[src/tae_pkg.sv]
// shared types and constants for the thumb arithmetic execute unit
`timescale 1ns / 1ps

package tae_pkg;

    localparam int WORD_W    = 32;
    localparam int REG_COUNT = 15;
    localparam int IDX_W     = 4;
    localparam int COST_W    = 6;

    localparam logic [IDX_W-1:0]  PC_INDEX        = 4'd15;
    localparam logic [IDX_W-1:0]  SP_INDEX        = 4'd13;
    localparam logic [WORD_W-1:0] WORD_ALIGN_MASK = 32'hFFFF_FFFC;
    localparam logic [COST_W-1:0] COST_SINGLE     = 6'd1;
    localparam logic [COST_W-1:0] COST_PC_WRITE   = 6'd2;
    localparam logic [COST_W-1:0] COST_MULTIPLY   = 6'd32;

    typedef enum logic [3:0] {
        OP_ADCS    = 4'd0,
        OP_ADDS_I3 = 4'd1,
        OP_ADDS_I8 = 4'd2,
        OP_ADDS_R  = 4'd3,
        OP_ADD_R   = 4'd4,
        OP_ADD_SP  = 4'd5,
        OP_ADR     = 4'd6,
        OP_SUBS_I3 = 4'd7,
        OP_SUBS_I8 = 4'd8,
        OP_SUBS    = 4'd9,
        OP_SUB_SP  = 4'd10,
        OP_SBCS    = 4'd11,
        OP_RSBS    = 4'd12,
        OP_MULS    = 4'd13
    } t_op;

    typedef struct packed {
        logic n;
        logic z;
        logic c;
        logic v;
    } t_flags;

    typedef struct packed {
        logic [WORD_W-1:0] write_value;
        logic [IDX_W-1:0]  written_index;
        logic              reg_written;
        logic              pc_written;
        t_flags            flags;
        logic [COST_W-1:0] cycle_cost;
        logic              fault;
    } t_result;

endpackage

[src/tae_ram.sv]
// generic ram, one write port, two registered read ports
`timescale 1ns / 1ps

module tae_ram #(
    parameter int WIDTH = 32,
    parameter int DEPTH = 15,
    parameter int AW    = $clog2(DEPTH)
) (
    input  logic             i_clk,
    input  logic             i_wr_en,
    input  logic [AW-1:0]    i_wr_addr,
    input  logic [WIDTH-1:0] i_wr_data,
    input  logic             i_rd_en,
    input  logic [AW-1:0]    i_rd_addr_a,
    input  logic [AW-1:0]    i_rd_addr_b,
    output logic [WIDTH-1:0] o_rd_data_a,
    output logic [WIDTH-1:0] o_rd_data_b
);

    logic [WIDTH-1:0] r_mem [DEPTH];
    logic [WIDTH-1:0] r_rd_data_a;
    logic [WIDTH-1:0] r_rd_data_b;

    always_ff @(posedge i_clk) begin
        if (i_wr_en) begin
            r_mem[i_wr_addr] <= i_wr_data;
        end
        if (i_rd_en) begin
            r_rd_data_a <= r_mem[i_rd_addr_a];
            r_rd_data_b <= r_mem[i_rd_addr_b];
        end
    end

    assign o_rd_data_a = r_rd_data_a;
    assign o_rd_data_b = r_rd_data_b;

endmodule

[src/tae_exec.sv]
// combinational execute: operand select, adder, multiplier, flags and write-back info
`timescale 1ns / 1ps

module tae_exec (
    input  logic [3:0]                  i_op,
    input  logic [tae_pkg::IDX_W-1:0]   i_dest_index,
    input  logic [tae_pkg::IDX_W-1:0]   i_second_index,
    input  logic [7:0]                  i_immediate,
    input  logic [tae_pkg::WORD_W-1:0]  i_pc_value,
    input  logic [tae_pkg::WORD_W-1:0]  i_a_val,
    input  logic [tae_pkg::WORD_W-1:0]  i_b_val,
    input  tae_pkg::t_flags             i_flags,
    output tae_pkg::t_result            o_result
);

    logic [tae_pkg::WORD_W-1:0] a;
    logic [tae_pkg::WORD_W-1:0] b;
    logic                       cin;
    logic [tae_pkg::WORD_W:0]   sum;
    logic [tae_pkg::WORD_W-1:0] prod;
    logic [tae_pkg::WORD_W-1:0] r;
    logic [tae_pkg::WORD_W-1:0] imm_w;
    logic [tae_pkg::WORD_W-1:0] imm_x4;
    logic [tae_pkg::IDX_W-1:0]  dst;
    logic                       does_write;
    logic                       set_all;
    logic                       set_nz;
    logic                       fault;
    logic                       ovf;

    assign imm_w  = {24'd0, i_immediate};
    assign imm_x4 = {22'd0, i_immediate, 2'b00};

    always_comb begin
        a          = '0;
        b          = '0;
        cin        = 1'b0;
        dst        = i_dest_index;
        does_write = 1'b1;
        set_all    = 1'b1;
        set_nz     = 1'b0;
        fault      = 1'b0;
        unique case (tae_pkg::t_op'(i_op))
            tae_pkg::OP_ADCS: begin
                a = i_a_val; b = i_b_val; cin = i_flags.c;
            end
            tae_pkg::OP_ADDS_I3, tae_pkg::OP_ADDS_I8: begin
                a = i_a_val; b = imm_w;
            end
            tae_pkg::OP_ADDS_R: begin
                a = i_a_val; b = i_b_val;
            end
            tae_pkg::OP_ADD_R: begin
                a = i_a_val; b = i_b_val; set_all = 1'b0;
                // both operands pc: unpredictable, nothing written
                if (i_dest_index == tae_pkg::PC_INDEX &&
                    i_second_index == tae_pkg::PC_INDEX) begin
                    does_write = 1'b0;
                    fault      = 1'b1;
                end
            end
            tae_pkg::OP_ADD_SP: begin
                a = i_a_val; b = imm_x4; set_all = 1'b0;
            end
            tae_pkg::OP_ADR: begin
                a = i_pc_value & tae_pkg::WORD_ALIGN_MASK; b = imm_x4; set_all = 1'b0;
            end
            tae_pkg::OP_SUBS_I3, tae_pkg::OP_SUBS_I8: begin
                a = i_a_val; b = ~imm_w; cin = 1'b1;
            end
            tae_pkg::OP_SUBS: begin
                a = i_a_val; b = ~i_b_val; cin = 1'b1;
            end
            tae_pkg::OP_SUB_SP: begin
                a = i_a_val; b = ~imm_x4; cin = 1'b1; set_all = 1'b0;
                dst = tae_pkg::SP_INDEX;
            end
            tae_pkg::OP_SBCS: begin
                a = i_a_val; b = ~i_b_val; cin = i_flags.c;
            end
            tae_pkg::OP_RSBS: begin
                a = '0; b = ~i_a_val; cin = 1'b1;
            end
            tae_pkg::OP_MULS: begin
                set_all = 1'b0; set_nz = 1'b1;
            end
            default: begin
                does_write = 1'b0; set_all = 1'b0;
            end
        endcase
    end

    assign sum  = {1'b0, a} + {1'b0, b} + {{tae_pkg::WORD_W{1'b0}}, cin};
    assign prod = i_a_val * i_b_val;
    assign r    = (i_op == tae_pkg::OP_MULS) ? prod : sum[tae_pkg::WORD_W-1:0];
    assign ovf  = ((a[31] & b[31] & ~r[31]) | (~a[31] & ~b[31] & r[31]));

    always_comb begin
        o_result             = '0;
        o_result.cycle_cost  = tae_pkg::COST_SINGLE;
        o_result.fault       = fault;
        o_result.flags       = i_flags;
        if (does_write) begin
            if (set_all) begin
                o_result.flags = '{n: r[31], z: (r == '0), c: sum[tae_pkg::WORD_W], v: ovf};
            end else if (set_nz) begin
                o_result.flags.n = r[31];
                o_result.flags.z = (r == '0);
            end
            o_result.written_index = dst;
            if (dst == tae_pkg::PC_INDEX) begin
                o_result.write_value = {r[tae_pkg::WORD_W-1:1], 1'b0};
                o_result.pc_written  = 1'b1;
                o_result.cycle_cost  = tae_pkg::COST_PC_WRITE;
            end else begin
                o_result.write_value = r;
                o_result.reg_written = 1'b1;
            end
            if (i_op == tae_pkg::OP_MULS) begin
                o_result.cycle_cost = tae_pkg::COST_MULTIPLY;
            end
        end
    end

endmodule

[src/thumb_arith_execute_unit.sv]
// top level: input stage, register file ram with bypass, flags and output register
//
//  channel | direction | handshake               | payload
//  --------+-----------+-------------------------+------------------------------------------
//  in      | input     | i_in_valid / o_in_stall | op, indexes, immediate, pc value
//  out     | output    | o_out_valid / i_out_stall | value, index, write bits, nzcv, cost, fault
//
// one word per cycle sustained while out is not stalled; o_out_valid rises once the word
// has passed the input register (with the registered ram read), then the result register;
// the rate is set by the single adder/multiplier pass between those registers
// reset clears the flags, the register file valid bits and both valid stages;
// an entry never written since reset reads as zero
// a stall on out holds the result register and backs up into o_in_stall only
// when both stages are full
`timescale 1ns / 1ps

module thumb_arith_execute_unit (
    input  logic        i_clk,
    input  logic        i_rst_n,
    input  logic        i_in_valid,
    output logic        o_in_stall,
    input  logic [3:0]  i_op,
    input  logic [3:0]  i_dest_index,
    input  logic [3:0]  i_first_index,
    input  logic [3:0]  i_second_index,
    input  logic [7:0]  i_immediate,
    input  logic [31:0] i_pc_value,
    output logic        o_out_valid,
    input  logic        i_out_stall,
    output logic [31:0] o_write_value,
    output logic [3:0]  o_written_index,
    output logic        o_reg_written,
    output logic        o_pc_written,
    output logic        o_neg_flag,
    output logic        o_zero_flag,
    output logic        o_carry_flag,
    output logic        o_overflow_flag,
    output logic [5:0]  o_cycle_cost,
    output logic        o_fault
);

    localparam int IW = tae_pkg::IDX_W;
    localparam int WW = tae_pkg::WORD_W;

    // input stage
    logic          r_s1_vld;
    logic [3:0]    r_op;
    logic [IW-1:0] r_rd;
    logic [IW-1:0] r_rm;
    logic [7:0]    r_imm;
    logic [WW-1:0] r_pc;
    logic [IW-1:0] r_addr_a;
    logic          r_a_vld;
    logic          r_b_vld;
    // write that landed at the same edge as the ram read
    logic          r_byp_en;
    logic [IW-1:0] r_byp_idx;
    logic [WW-1:0] r_byp_data;

    logic [tae_pkg::REG_COUNT-1:0] r_reg_vld;
    tae_pkg::t_flags  r_flags;
    logic             r_out_vld;
    tae_pkg::t_result r_out;

    logic             in_accept;
    logic             advance;
    logic [IW-1:0]    n_addr_a;
    logic [WW-1:0]    ram_a;
    logic [WW-1:0]    ram_b;
    logic [WW-1:0]    reg_a;
    logic [WW-1:0]    reg_b;
    logic [WW-1:0]    a_val;
    logic [WW-1:0]    b_val;
    logic             wr_en;
    tae_pkg::t_result result;

    assign advance    = r_s1_vld && (!r_out_vld || !i_out_stall);
    assign o_in_stall = r_s1_vld && !advance;
    assign in_accept  = i_in_valid && !o_in_stall;
    assign wr_en      = advance && result.reg_written;

    // first read port: rn, rd or sp depending on the op
    always_comb begin
        priority if (i_op == tae_pkg::OP_ADD_SP || i_op == tae_pkg::OP_SUB_SP) begin
            n_addr_a = tae_pkg::SP_INDEX;
        end else if (i_op == tae_pkg::OP_ADDS_I3 || i_op == tae_pkg::OP_ADDS_R ||
                     i_op == tae_pkg::OP_SUBS_I3 || i_op == tae_pkg::OP_SUBS ||
                     i_op == tae_pkg::OP_RSBS) begin
            n_addr_a = i_first_index;
        end else begin
            n_addr_a = i_dest_index;
        end
    end

    tae_ram #(
        .WIDTH (WW),
        .DEPTH (tae_pkg::REG_COUNT),
        .AW    (IW)
    ) u_regs (
        .i_clk       (i_clk),
        .i_wr_en     (wr_en),
        .i_wr_addr   (result.written_index),
        .i_wr_data   (result.write_value),
        .i_rd_en     (in_accept),
        .i_rd_addr_a (n_addr_a),
        .i_rd_addr_b (i_second_index),
        .o_rd_data_a (ram_a),
        .o_rd_data_b (ram_b)
    );

    always_comb begin
        if (r_byp_en && r_byp_idx == r_addr_a) begin
            reg_a = r_byp_data;
        end else begin
            reg_a = r_a_vld ? ram_a : '0;
        end
        if (r_byp_en && r_byp_idx == r_rm) begin
            reg_b = r_byp_data;
        end else begin
            reg_b = r_b_vld ? ram_b : '0;
        end
        a_val = (r_addr_a == tae_pkg::PC_INDEX) ? r_pc : reg_a;
        b_val = (r_rm == tae_pkg::PC_INDEX) ? r_pc : reg_b;
    end

    tae_exec u_exec (
        .i_op           (r_op),
        .i_dest_index   (r_rd),
        .i_second_index (r_rm),
        .i_immediate    (r_imm),
        .i_pc_value     (r_pc),
        .i_a_val        (a_val),
        .i_b_val        (b_val),
        .i_flags        (r_flags),
        .o_result       (result)
    );

    always_ff @(posedge i_clk) begin
        if (!i_rst_n) begin
            r_s1_vld  <= 1'b0;
            r_byp_en  <= 1'b0;
            r_reg_vld <= '0;
            r_flags   <= '0;
            r_out_vld <= 1'b0;
        end else begin
            if (in_accept) begin
                r_s1_vld <= 1'b1;
                r_byp_en <= wr_en;
            end else if (advance) begin
                r_s1_vld <= 1'b0;
            end
            if (advance) begin
                r_flags   <= result.flags;
                r_out_vld <= 1'b1;
            end else if (!i_out_stall) begin
                r_out_vld <= 1'b0;
            end
            if (wr_en) begin
                r_reg_vld[result.written_index] <= 1'b1;
            end
        end
    end

    always_ff @(posedge i_clk) begin
        if (in_accept) begin
            r_op       <= i_op;
            r_rd       <= i_dest_index;
            r_rm       <= i_second_index;
            r_imm      <= i_immediate;
            r_pc       <= i_pc_value;
            r_addr_a   <= n_addr_a;
            r_a_vld    <= r_reg_vld[n_addr_a];
            r_b_vld    <= r_reg_vld[i_second_index];
            r_byp_idx  <= result.written_index;
            r_byp_data <= result.write_value;
        end
        if (advance) begin
            r_out <= result;
        end
    end

    assign o_out_valid     = r_out_vld;
    assign o_write_value   = r_out.write_value;
    assign o_written_index = r_out.written_index;
    assign o_reg_written   = r_out.reg_written;
    assign o_pc_written    = r_out.pc_written;
    assign o_neg_flag      = r_out.flags.n;
    assign o_zero_flag     = r_out.flags.z;
    assign o_carry_flag    = r_out.flags.c;
    assign o_overflow_flag = r_out.flags.v;
    assign o_cycle_cost    = r_out.cycle_cost;
    assign o_fault         = r_out.fault;

endmodule

[config.mk]
export PLATFORM = sky130hd
export DESIGN_NAME = thumb_arith_execute_unit
export DESIGN_NICKNAME = d
export VERILOG_FILES = /design/src/tae_pkg.sv /design/src/tae_ram.sv /design/src/tae_exec.sv /design/src/thumb_arith_execute_unit.sv
export SDC_FILE = /design/constraint.sdc
export NUM_CORES = 2
export LEC_CHECK = 0
export BUFFER_PORTS_ARGS = -buffer_cell sky130_fd_sc_hd__buf_2
export CAP_MARGIN = 10
export CORE_ASPECT_RATIO = 2
export CORE_UTILIZATION = 45
export DETAILED_ROUTE_END_ITERATION = 8
export PLACE_DENSITY_LB_ADDON = 0.12
export SLEW_MARGIN = 20
export SYNTH_ARGS = -nofsm -noshare
export SYNTH_HDL_FRONTEND = slang
export SYNTH_SLANG_ARGS = --single-unit
[constraint.sdc]
create_clock -name i_clk -period 11.5 [get_ports i_clk]
set_input_delay 2.3 -clock i_clk [delete_from_list [all_inputs] [get_ports i_clk]]
set_output_delay 2.3 -clock i_clk [all_outputs]
set_load 0.005 [all_outputs]
# Yosys cells after proc, flatten, opt, wreduce, memory -nomap -nowiden
# Memory sizes are Yosys's and may differ from the RTL's. A register that Yosys moved wholly into a read port is not among the register bits.
# Cells that the tools add are included.
# word_totals
ff_bits	165
mem_bits_rw	480
input_bits	60
output_inout_bits	51
elab_cells	149
mem_count	1
# classes
add_sub_neg	2
mul	1
order_cmp	4
eq_ne	27
muxes	39
bitwise_logic	14
reduce_logical	32
# mem_list
name	depth	width	read_ports	rd_ports_with_merged_regs	write_ports	line	text
u_regs.r_mem	15	32	2	2	1	tae_ram.sv:20	logic [WIDTH-1:0] r_mem [DEPTH];
# op_table
cell	n
2-to-1 mux 32 bit	7
one-hot mux 32 bit (7 select lines)	1
NOT 32 bit	2
one-hot mux 32 bit (2 select lines)	1
== test 4 bit, second input constant	13
2-to-1 mux 48 bit	1
adder 32 x 32 -> 33 bit	1
adder 33 x 1 -> 33 bit	1
zero test 32 bit	1
multiplier 32 x 32 -> 32 bit	1
NOT 10 -> 32 bit	1
NOT 8 -> 32 bit	1
== test 4 x 3 -> 1 bit, second input constant	6
2-to-1 mux 1 bit	16
less-than comparator 4 x 5 -> 1 bit, second input constant	3
OR 15 bit	1
OR reduction 13 bit	1
== test 4 x 2 -> 1 bit, second input constant	3
2-to-1 mux 4 bit	3
OR reduction 2 bit	6
OR reduction 11 bit	1
OR reduction 9 bit	1
binary-select mux 1 bit (select 4 bit)	2
== test 4 x 1 -> 1 bit, second input constant	2
other kinds (17)	43

# Longest topological paths before layout
# logic_depth
ltp_word	19
depth_mapped	39
depth_no_buf	34

# Hierarchy
# Synthesis repeated with hierarchy kept, for this count alone.
# hier_totals
hier_cells	4281
area_unflattened_um2	50797.5
# modules_own_cells
module	n_inst	cells_per_inst	area_each_um2	seq_area_each_um2
tae_ram	1	1258	23789.1	16335.7
tae_exec	1	2443	19982.9	0.0
thumb_arith_execute_unit	1	580	7025.5	4734.5

# Worst setup path after synthesis
# Ideal clock, no wire load.
# synth_timing
kind	register -> register
start	reg r_byp_idx[1]
end	reg r_flags[2] (netlist name)
setup_ps	74
arrival_ps	9643
required_ps	11426
setup_slack_ps	1783
stages_incl_launch_ff	38
n_path_buf	6
period_less_slack_ps	9717
cell_sequence	edfxtp_1 > nor2b_1 > or3_1 > buf_2 > o31a_1 > buf_6 > buf_6 > clkbuf_1 > a221oi_1 > clkbuf_1 > nor2_1 > fa_1 > fa_1 > fa_1 > inv_1 > fa_1 > inv_1 > fa_1 > [2 not listed] > inv_1 > fa_1 > fa_1 > ha_1 > clkbuf_1 > a21o_1 > a21o_1 > a21o_1 > a21oi_1 > o21ai_0 > a221oi_1 > xnor2_1 > or4_1 > a221oi_1 > nand4b_1 > nor4_1 > nand4_1 > a31oi_1
# synth_via
elab_chain_len	13
elab_cells_between_ends	20
classes_between	2 x add/sub; 1 x mul; 2 x eq/ne; 10 x mux; 2 x bitwise; 3 x reduce/logical
# synth_rtl
element	line	text
start: declaration	thumb_arith_execute_unit.sv:57	logic [IW-1:0] r_byp_idx;
start signal: assignment	thumb_arith_execute_unit.sv:174	r_byp_idx <= result.written_index;
== test 4 bit (on tied branches)	thumb_arith_execute_unit.sv:112, thumb_arith_execute_unit.sv:117	
logical AND 1 bit (on tied branches)	thumb_arith_execute_unit.sv:112, thumb_arith_execute_unit.sv:117	
2-to-1 mux 32 bit (on tied branches)	thumb_arith_execute_unit.sv:112, thumb_arith_execute_unit.sv:117	
2-to-1 mux 32 bit (on tied branches)	thumb_arith_execute_unit.sv:122, thumb_arith_execute_unit.sv:123	
NOT 32 bit (on tied branches)	tae_exec.sv:82, tae_exec.sv:72, tae_exec.sv:79	
one-hot mux 32 bit (7 select lines)	tae_exec.sv:43	unique case (tae_pkg::t_op'(i_op))
adder 32 x 32 -> 33 bit	tae_exec.sv:93	assign sum = {1'b0, a} + {1'b0, b} + {{tae_pkg::WORD_W{1'b0}}, cin};
adder 33 x 1 -> 33 bit	tae_exec.sv:93	
2-to-1 mux 32 bit *	tae_exec.sv:95	assign r = (i_op == tae_pkg::OP_MULS) ? prod : sum[tae_pkg::WORD_W-1:0];
zero test 32 bit *	tae_exec.sv:105, tae_exec.sv:108	
2-to-1 mux 2 bit	tae_exec.sv:106	end else if (set_nz) begin
2-to-1 mux 2 bit *	tae_exec.sv:104	if (set_all) begin
2-to-1 mux 48 bit *	tae_exec.sv:103	if (does_write) begin
end signal: assignment	thumb_arith_execute_unit.sv:153	r_flags <= result.flags;
end: declaration	thumb_arith_execute_unit.sv:61	tae_pkg::t_flags r_flags;
# Mark *: on every way between the ends. The rest lies on a longest branch, timed or not.
# A chain may end at the register's enable or synchronous reset.

# Final worst setup path
# layout_timing
start	reg r_byp_idx[2]
end	reg r_flags[2] (netlist name)
# The elaborated chain is that of the path after synthesis.

==> results.py <==
metrics = {
    "synthesis": {
        "ys_seq_area_share_pct": 41.2,
        "avgSynthCellArea_um2": 10.6,
        "syn_area_um2": 51000,
        "synth_area_leaders": "edfxtp_1, fa_1, nand2_1, mux4_2, nor2_1",
        "ys_top_cells_by_count": "nand2_1, edfxtp_1, nor2_1",
        "synthCells": 4789,
        "synthArstFlopShare_pct": 0,
        "synth-seq-cells": 706,
        "yosys_warnings": 0,
        "synth.distinct_cells": 84,
        "synth.most_common_cell": "nand2_1",
        "synth_ff_type": "edfxtp_1",
        "synth_top_area_cell": "edfxtp_1",
        "yosysTopAreaCellShare_pct": 40.3,
        "synth_edf_count": 684,
    },
    "cts": {
        "clk_pin_slew_ns": 0.07,
        "cts_tree": "done",
        "cts_root_buffer": "clkbuf_16",
        "clock_latency_ns": 0.68,
        "h-tree-depth": 2,
        "cts_buffer_depth": 3,
        "cts-resized-gates": 0,
        "ctsHoldBuffers": 0,
        "post_cts_buffers": 0,
        "cts_made_buffers": 59,
        "clock_sink_count": 706,
    },
    "global_routing": {
        "grt_use_total_pct": 36.4,
        "antenna_found_initial": 15,
        "grt_pass1_vias": 40897,
        "grt_max_degree": 128,
        "grt_remaining_overflow": 0,
        "grt_first_pass_wirelength_um": 290000,
    },
    "final_layout": {
        "multi_input_area_um2": 27600,
        "drive_gt1_share_pct": 12.7,
        "fin_nets": 5452,
        "area_growth_pct": 9.77,
        "fillers": 10405,
        "seq_area_um2": 21000,
        "fin_cells": 6382,
    },
    "setup_path": {
        "path_buf_inv": 5,
        "cp_slowest_cell": "nor3_2",
        "critPathKind": "flip-flop to flip-flop",
        "r2r-end": "r_flags[2]",
        "startpoint_type": "flip-flop",
        "cpLargestDelayFamily": "adder cells",
        "cp_max_fo": 15,
        "worstReg2RegStart": "r_byp_idx[2]",
        "worst_ep_arrival_time_ns": 11.49,
        "crit_required_ns": 12.09,
        "rrSetupSlack_ns": 0.59,
        "reg2reg_depth": 33,
        "cp_common_cell": "fa_1",
        "crit_path_max_incr_delay_ns": 0.76,
        "endpoint_kind": "flip-flop",
    },
    "routing": {
        "dr.pass1.iters": 7,
        "ant_nets": 0,
        "wl_um": 204000,
        "vias": 39653,
        "drt_iter0_markers": 3552,
        "wire_per_inst_um": 32.0,
        "vias_per_cell": 6.21,
        "drc": 0,
    },
    "timing": {
        "setup_viol": 0,
        "skew_ns": 0.0234,
        "finalHoldViolCount": 0,
        "tightest_slew_ns": 1.17,
        "drv_slew": 0,
        "fmax_mhz": 91.7,
        "min_period_ns": 10.91,
        "fin_tns_setup_ns": 0,
        "rsz0062_at_grt": "no",
        "relSlewSlack_pct": 21.6,
        "finalCritPeriodShare_pct": 94.8,
    },
    "placed_design": {
        "portBuffers": 107,
        "place_congestion": 1.08,
        "dp_cells": 6259,
        "hpwlAfterDp_um": 147000,
    },
    "power": {
        "seqPwrFrac_pct": 31.6,
        "leakagePower_nw": 21.8,
        "switching_share_pct": 43.3,
        "p_per_area_nw_per_um2": 188,
        "pwr-share-comb_pct": 48.9,
        "clockPowerShare_pct": 19.5,
        "switchingPower_mw": 4.55,
        "intPower_mw": 5.95,
        "ir_drop_v": 0.000190,
    },
    "floorplanning": {
        "die_y_um": 478,
        "die_w_um": 240,
        "boundaryPins": 111,
        "core_area_um2": 112000,
        "rows": 174,
        "die-area_um2": 115000,
        "start_util_pct": 45.4,
    },
    "worst_hold_path": {
        "min-delay-start": "r_flags[1]",
        "hp-class": "flip-flop to flip-flop",
        "min_to": "r_flags[1]",
        "whs_path_depth": 2,
    },
    "status": {
        "status": "completed",
    },
    "run": {
        "drv_cap": 0,
    },
}
## logic make-up (layout without fill, tap and decap cells)
family                     Yosys count  count (layout)  share of synthesized area, %
other                                1              11                       0.00736
and+or+nand+nor                   1737            1737                          14.3
DFF                                706             706                          41.2
xor gates and xnor gates           106             106                          2.07
adders and majority gates          567             567                          20.0
AOI/OAI and AO/OA                  754             754                          9.97
buffers and inverters              722             809                          5.39
muxes                              196             196                          7.11
## layout make-up
| type | instances | share of cell area, % |
|---|---|---|
| Multi-Input combinational cell | 3363 | 49.4 |
| Sequential cell | 706 | 37.5 |
| Timing Repair Buffer | 286 | 3.46 |
| Tap cell | 1496 | 3.35 |
| Inverter | 411 | 2.78 |
| Clock buffer | 63 | 2.67 |
| Clock inverter | 49 | 0.770 |
| Antenna cell | 8 | 0.0358 |
## placed cells by master, fill, tap and decap left out, drive strengths merged, types with 28 or more instances in the layout
cell type    n
a211oi      28
a21o        35
a21oi      216
a311oi     103
a31oi       62
and2        35
and3        51
buf        284
clkbuf      65
clkinv      35
edfxtp     684
fa         410
ha         155
inv        415
mux2i       56
mux4       132
nand2      828
nand3      162
nor2       526
o21ai      113
xnor2       73
## state kept, by name, summed over array words and instances (netlist names), 8 cells and up
| register | cells |
|---|---|
| u_regs.r_mem | 480 |
| o_write_value | 32 |
| r_byp_data | 32 |
| r_pc | 32 |
| u_regs.o_rd_data_a | 32 |
| u_regs.o_rd_data_b | 32 |
| r_reg_vld | 15 |
| r_imm | 8 |
## power by group through the flow
stage	Sequential, mW	Clock (mW)	Combinational (mW)
CTS	3.31	2.08	4.98
floorplan	3.31	0	2.81
finish	3.31	2.05	5.14
detailed placement	3.36	0	4.94
global placement	3.36	0	4.93
global route	3.31	2.16	5.40
## worst max path at each step
stage	slack, ns	end	start	cells after the start
2_1_floorplan	1.78	r_flags[2]	r_byp_idx[1]	37
3_3_place_gp	0.81	o_overflow_flag	r_byp_idx[2]	30
3_5_place_dp	0.78	o_overflow_flag	r_byp_idx[2]	30
4_1_cts	0.73	o_overflow_flag	r_byp_idx[2]	30
5_1_grt	0.14	r_flags[2]	r_byp_idx[2]	33
6_report	0.59	r_flags[2]	r_byp_idx[2]	33
## worst register-to-register path: cells and delay by family (launching register included)
| kind | cells | cell delay, ns |
|---|---|---|
| AOI/OAI and AO/OA | 8 | 1.81 |
| xor gates and xnor gates | 1 | 0.23 |
| adders and majority gates | 9 | 3.79 |
| buffers and inverters | 5 | 0.75 |
| DFF | 1 | 0.47 |
| muxes | 1 | 0.18 |
| and+or+nand+nor | 9 | 3.58 |
## layer usage
layer | up-vias | wire length (um) | track usage (%)
li1 | 16818 | - | -
met1 | 20034 | 63600 | 36.9
met2 | 2002 | 101000 | 61.9
met3 | 791 | 14300 | 6.97
met4 | 8 | 25000 | 35.0
met5 | - | 43 | 0
## metrics by stage
stage / util (%) / total power [mW] / instance area, um2 / setup WS [ns] / hold slack [ns]
floorplan: - / 6.12 / 51000 / 1.78 / 0.439
global placement: 48.0 / 8.29 / 53900 / 0.808 / 0.452
detailed placement: 48.0 / 8.31 / 53900 / 0.780 / 0.461
CTS: 49.7 / 10.4 / 55800 / 0.734 / 0.473
global route: 49.8 / 10.9 / 55900 / 0.141 / 0.509
finish: 49.8 / 10.5 / 55900 / 0.595 / 0.473
Note: power is estimated with default switching activity, not from simulation.
